--- src/design/brc_pkg.sv ---
// Shared constants and types for the binary run correlation pipeline.
package brc_pkg;

	localparam int TIME_BITS = 32;
	localparam int FRAC_BITS = 14;

	localparam int PW     = 2 * TIME_BITS;       // product of two counts
	localparam int DW     = 4 * TIME_BITS;       // denominator and squared numerator
	localparam int QW     = 2 * FRAC_BITS + 3;   // quotient bits, integer bit included
	localparam int DSTEPS = QW;                  // one quotient bit per stage
	localparam int SW     = FRAC_BITS + 2;       // root bits
	localparam int CW     = 16;                  // correlation port width
	localparam int EW     = (SW > CW) ? SW : CW; // width used for sign handling

	localparam int FRONT_STAGES = 4;
	localparam int LATENCY      = FRONT_STAGES + DSTEPS + SW + 1;

	localparam logic [CW-1:0] ONE_CODE     = CW'(EW'(1) << FRAC_BITS);
	localparam logic [CW-1:0] NEG_ONE_CODE = CW'(EW'(0) - (EW'(1) << FRAC_BITS));

	typedef struct packed {
		logic valid;
		logic zero;
		logic clamp;
		logic negative;
	} ctl_t;

endpackage

--- src/design/brc_sqrt.sv ---
// Digit-by-digit integer square root, one root bit per stage.
module brc_sqrt (
	input  logic                   clk,
	input  logic                   arst_n,
	input  brc_pkg::ctl_t          ctl_i,
	input  logic [brc_pkg::QW-1:0] quo,
	output brc_pkg::ctl_t          ctl_o,
	output logic [brc_pkg::SW-1:0] root
);
	import brc_pkg::*;

	localparam int RW = SW + 2;
	localparam int XW = 2 * SW;

	logic [RW-1:0] cur     [SW];
	logic [RW-1:0] trial   [SW];
	logic          ge      [SW];
	logic [RW-1:0] rem_in  [SW];
	logic [SW-1:0] root_in [SW];
	logic [XW-1:0] x_in    [SW];
	ctl_t          ctl_in  [SW];
	logic [RW-1:0] rem_s   [SW];
	logic [SW-1:0] root_s  [SW];
	logic [XW-1:0] x_s     [SW];
	ctl_t          ctl_s   [SW];

	for (genvar k = 0; k < SW; k++) begin : g_step
		if (k == 0) begin : g_first
			assign rem_in[k]  = '0;
			assign root_in[k] = '0;
			assign x_in[k]    = XW'(quo);
			assign ctl_in[k]  = ctl_i;
		end else begin : g_next
			assign rem_in[k]  = rem_s[k-1];
			assign root_in[k] = root_s[k-1];
			assign x_in[k]    = x_s[k-1];
			assign ctl_in[k]  = ctl_s[k-1];
		end

		assign cur[k]   = {rem_in[k][RW-3:0], x_in[k][XW-1 -: 2]};
		assign trial[k] = {root_in[k], 2'b01};
		assign ge[k]    = cur[k] >= trial[k];

		always_ff @(posedge clk or negedge arst_n) begin
			if (!arst_n) begin
				ctl_s[k] <= '0;
			end else begin
				ctl_s[k] <= ctl_in[k];
			end
		end

		always_ff @(posedge clk) begin
			rem_s[k]  <= ge[k] ? (cur[k] - trial[k]) : cur[k];
			root_s[k] <= {root_in[k][SW-2:0], ge[k]};
			x_s[k]    <= {x_in[k][XW-3:0], 2'b00};
		end
	end

	assign ctl_o = ctl_s[SW-1];
	assign root  = root_s[SW-1];

endmodule

--- config.mk ---
export PLATFORM = sky130hd
export DESIGN_NAME = brc_sqrt
export DESIGN_NICKNAME = d
export VERILOG_FILES = /design/src/design/brc_pkg.sv /design/src/design/brc_sqrt.sv
export SDC_FILE = /design/constraint.sdc
export NUM_CORES = 1
export LEC_CHECK = 0
export BUFFER_PORTS_ARGS = -buffer_cell sky130_fd_sc_hd__buf_2
export CAP_MARGIN = 10
export CORE_MARGIN = 1.5
export CORE_UTILIZATION = 35
export DETAILED_ROUTE_END_ITERATION = 6
export PLACE_DENSITY = 0.51
export SKIP_LAST_GASP = 1
export SLEW_MARGIN = 15
export SYNTH_ARGS = -nofsm -noshare
export SYNTH_HDL_FRONTEND = slang
export SYNTH_SLANG_ARGS = --single-unit
--- constraint.sdc ---
create_clock -name clk -period 5.7 [get_ports clk]
set_input_delay 1.14 -clock clk [delete_from_list [all_inputs] [get_ports clk]]
set_output_delay 1.14 -clock clk [all_outputs]
set_load 0.03 [all_outputs]
==> results by group <==
Global route
  – Vias in the first global route: 13740
  – Largest net degree at the start of global routing: 65
  – Initial antenna violation count: 1
  – GRT overflow: 0
  – Gr usage total: 12.02%
  – First-pass GRT wire length: 65.83 mm

Placed design
  – Placed wire-length estimate: 29.04 mm
  – Pre-CTS setup slack: 2.592 ns
  – Port Buf Inserts: 56
  – RePlAce Congestion: 0.8598

Timing
  – Setup Viol. Count Final: 0
  – Setup skew after layout: 0.03378 ns
  – Minimum clock period: 3.118 ns
  – Max Fclk: 320.7 MHz
  – RSZ-0062 raised after global routing: false
  – Hold slack: 0.3166 ns
  – Post-route worst setup slack: 2.582 ns
  – TNS Setup: 0 ns
  – Final hold violations: 0
  – Final period util: 54.70%
  – Max Slew Vio Count: 0
  – Slew @ Worst Pin: 0.8836 ns
  – Max-slew headroom: 41.09%

Critical path
  – Levels on crit path: 8
  – Critical path arrival: 3.60 ns
  – Crit path cell chain: inv_1 > ha_1 > nand2b_1 > a211oi_1 > and4bb_1 > nor3_1 > o32a_1 > mux2_1
  – Buf+Inv Stages, Crit Path: 1
  – Family with the most delay on the worst path: compound AO/OA/AOI/OAI gates
  – Worst R2R Path Depth: 8
  – CP Capture Type: flip-flop
  – Required @ worst endpoint: 6.19 ns
  – Crit-path slowest cell: o32a_1
  – Critical Setup Path Class: reg -> reg
  – Worst Setup Start Kind: flip-flop
  – Critical path peak fanout: 17
  – Max incr delay on CP: 0.74 ns

Clocking
  – TritonCTS clock tree: done
  – CTS Hold Bufs: 0
  – Root buffer cell: clkbuf_16
  – H-Tree Depth: 3
  – Sink Count: 658
  – Skew-Pair Late Insertion Delay: 0.61 ns
  – CTS resizes: 0
  – Postcts setup bufs: 0
  – Clock Path Buffers: 3
  – Cts bufs inserted: 71
  – Reg clk slew, reported paths: 0.06 ns

Synth
  – Post-synth ARST share: 9.726%
  – Post-synthesis sequential area ratio: 59.58%
  – Top_reg_cell synth: dfxtp_1
  – Syn Inst Count: 2037
  – Netlist cell types: 81
  – Post-synthesis cell area: 0.02265 mm^2
  – Count of state elements after synthesis: 658
  – Synth area leader: dfxtp_1
  – Syn avg cell area: 11.12 um^2
  – Synth area leaders: dfxtp_1 53%, ha_1 8.3%, dfrtp_1 7.1%
  – Syn nets: 2224
  – Yosys warns: 0
  – Post-synth EDFFs: 0
  – Top-area cell type share of the netlist area: 52.51%

Routing
  – Final WL: 39.27 mm
  – Vias: 13790
  – First DRT Iteration DRCs: 749
  – DRC viols: 0
  – Drt wl/cell: 12.85 um
  – Drt pass-1 iters: 5
  – Vias/cell: 4.513
  – Antenna viol nets, final: 0

Die
  – Core ar.: 0.06423 mm^2
  – IO Count: 57
  – Die height: 257.4 um
  – Die area: 0.06624 mm^2
  – Row count: 93
  – Die width: 257.4 um
  – Initial core utilization: 35.26%

Pwr
  – Total power: 12990 uW
  – Maximum VDD drop: 0.2517 mV
  – PD cells: 492.7 mW/mm^2
  – P_leak: 0.01226 uW

Layout
  – Total area of sequential cells: 0.01349 mm^2
  – Share of cells above drive strength 1: 9.136%
  – N_diodes: 0
  – Synth-to-layout area growth: 16.43%
  – Most frequent cells in the layout: 594 x dfxtp_1, 185 x inv_1, 150 x ha_1
  – Nets: 2333
  – Most common cell after layout, fill and taps aside: dfxtp_1
  – Area of the multi-input gates: 0.008348 mm^2
  – Fillers: 6188

Outcome
  – Outcome: finished, final reports clean

Hold path
  – Worst Hold Path Cells: 0
  – Worst min path class: reg -> reg

Run
  – Max_cap viols: 0
-- per-layer routing --
metal / vias to the layer above / routed length (um) / part of all wire (%) / GRT usage, %
met4: 0 / 931 / 2.4 / 4.548
met2: 253 / 17660 / 45 / 19.35
met1: 6352 / 18710 / 48 / 15.48
li1: 7110 / - / - / -
met5: - / 0 / 0 / 0
met3: 71 / 1961 / 5.0 / 3.024
-- flip-flops by register name, summed over array words and instances (netlist names) --
signal and flops:
root_s 136, rem_s 218, ctl_o 4, x_s 240, ctl_in 60
-- final timing paths --
path,start,to,slack [ns]
setup / recovery,x_s[1][148],rem_s[1][93],2.58
hold / removal,x_s[0][144],x_s[0][176],0.32
setup reg to reg,x_s[1][148],rem_s[1][93],2.58
hold reg to reg,x_s[0][144],x_s[0][176],0.32
max in group asynchronous,arst_n,ctl_o[0],4.52
min in group asynchronous,arst_n,ctl_in[59],0.69
-- Yosys cell counts (all sizes together) (12+ instances only) --
cell    count
mux2       38
inv       190
nand2b     34
xor2       71
xnor2      83
dfxtp     594
a21o       29
clkbuf     15
nor2      119
o21a       33
o21ai      90
or3        30
o21bai     12
a21oi      99
dfrtp      64
nor2b      18
ha        150
nand3      29
nand4      12
o31ai      14
nor3       46
nor4       16
nand2      99
-- area by class of cell --
cell class	count	area share (%)
clock buffers	95	7.502
well taps	855	4.057
clock inverters	32	1.699
repair buffers	61	1.205
flip-flops and latches	658	51.17
multi-input cells	1164	31.66
inverters	190	2.705
-- logic make-up after synthesis --
| logic type | Yosys count | share of synthesized area, % |
|---|---|---|
| AO/OA/AOI/OAI | 359 | 10.09 |
| multiplexers | 49 | 2.376 |
| XOR/XNOR | 154 | 5.956 |
| buffers and inverters | 215 | 3.641 |
| other | 1 | 0.01656 |
| AND/OR/NAND/NOR | 451 | 10.06 |
| adder cells (fa/ha/maj) | 150 | 8.287 |
| flip-flops | 658 | 59.58 |
-- power by group --
part	leakage [uW]	total (uW)	internal, uW	switching [uW]
Sequential	0.00572	5880	5410	465
Combinational	0.00536	2550	1190	1360
Clock	0.00118	4570	2720	1850
Total	0.0123	13000	9320	3670
-- metrics by stage --
stage	util [%]	std cells	instance area, um^2
after floorplan	-	2037	22650
after global placement	37.25	2928	23930
after detailed placement	37.25	2928	23930
after CTS	41.03	3055	26360
after global routing	41.05	3055	26370
final	41.05	3055	26370
Power figures use the tool's default switching activity.
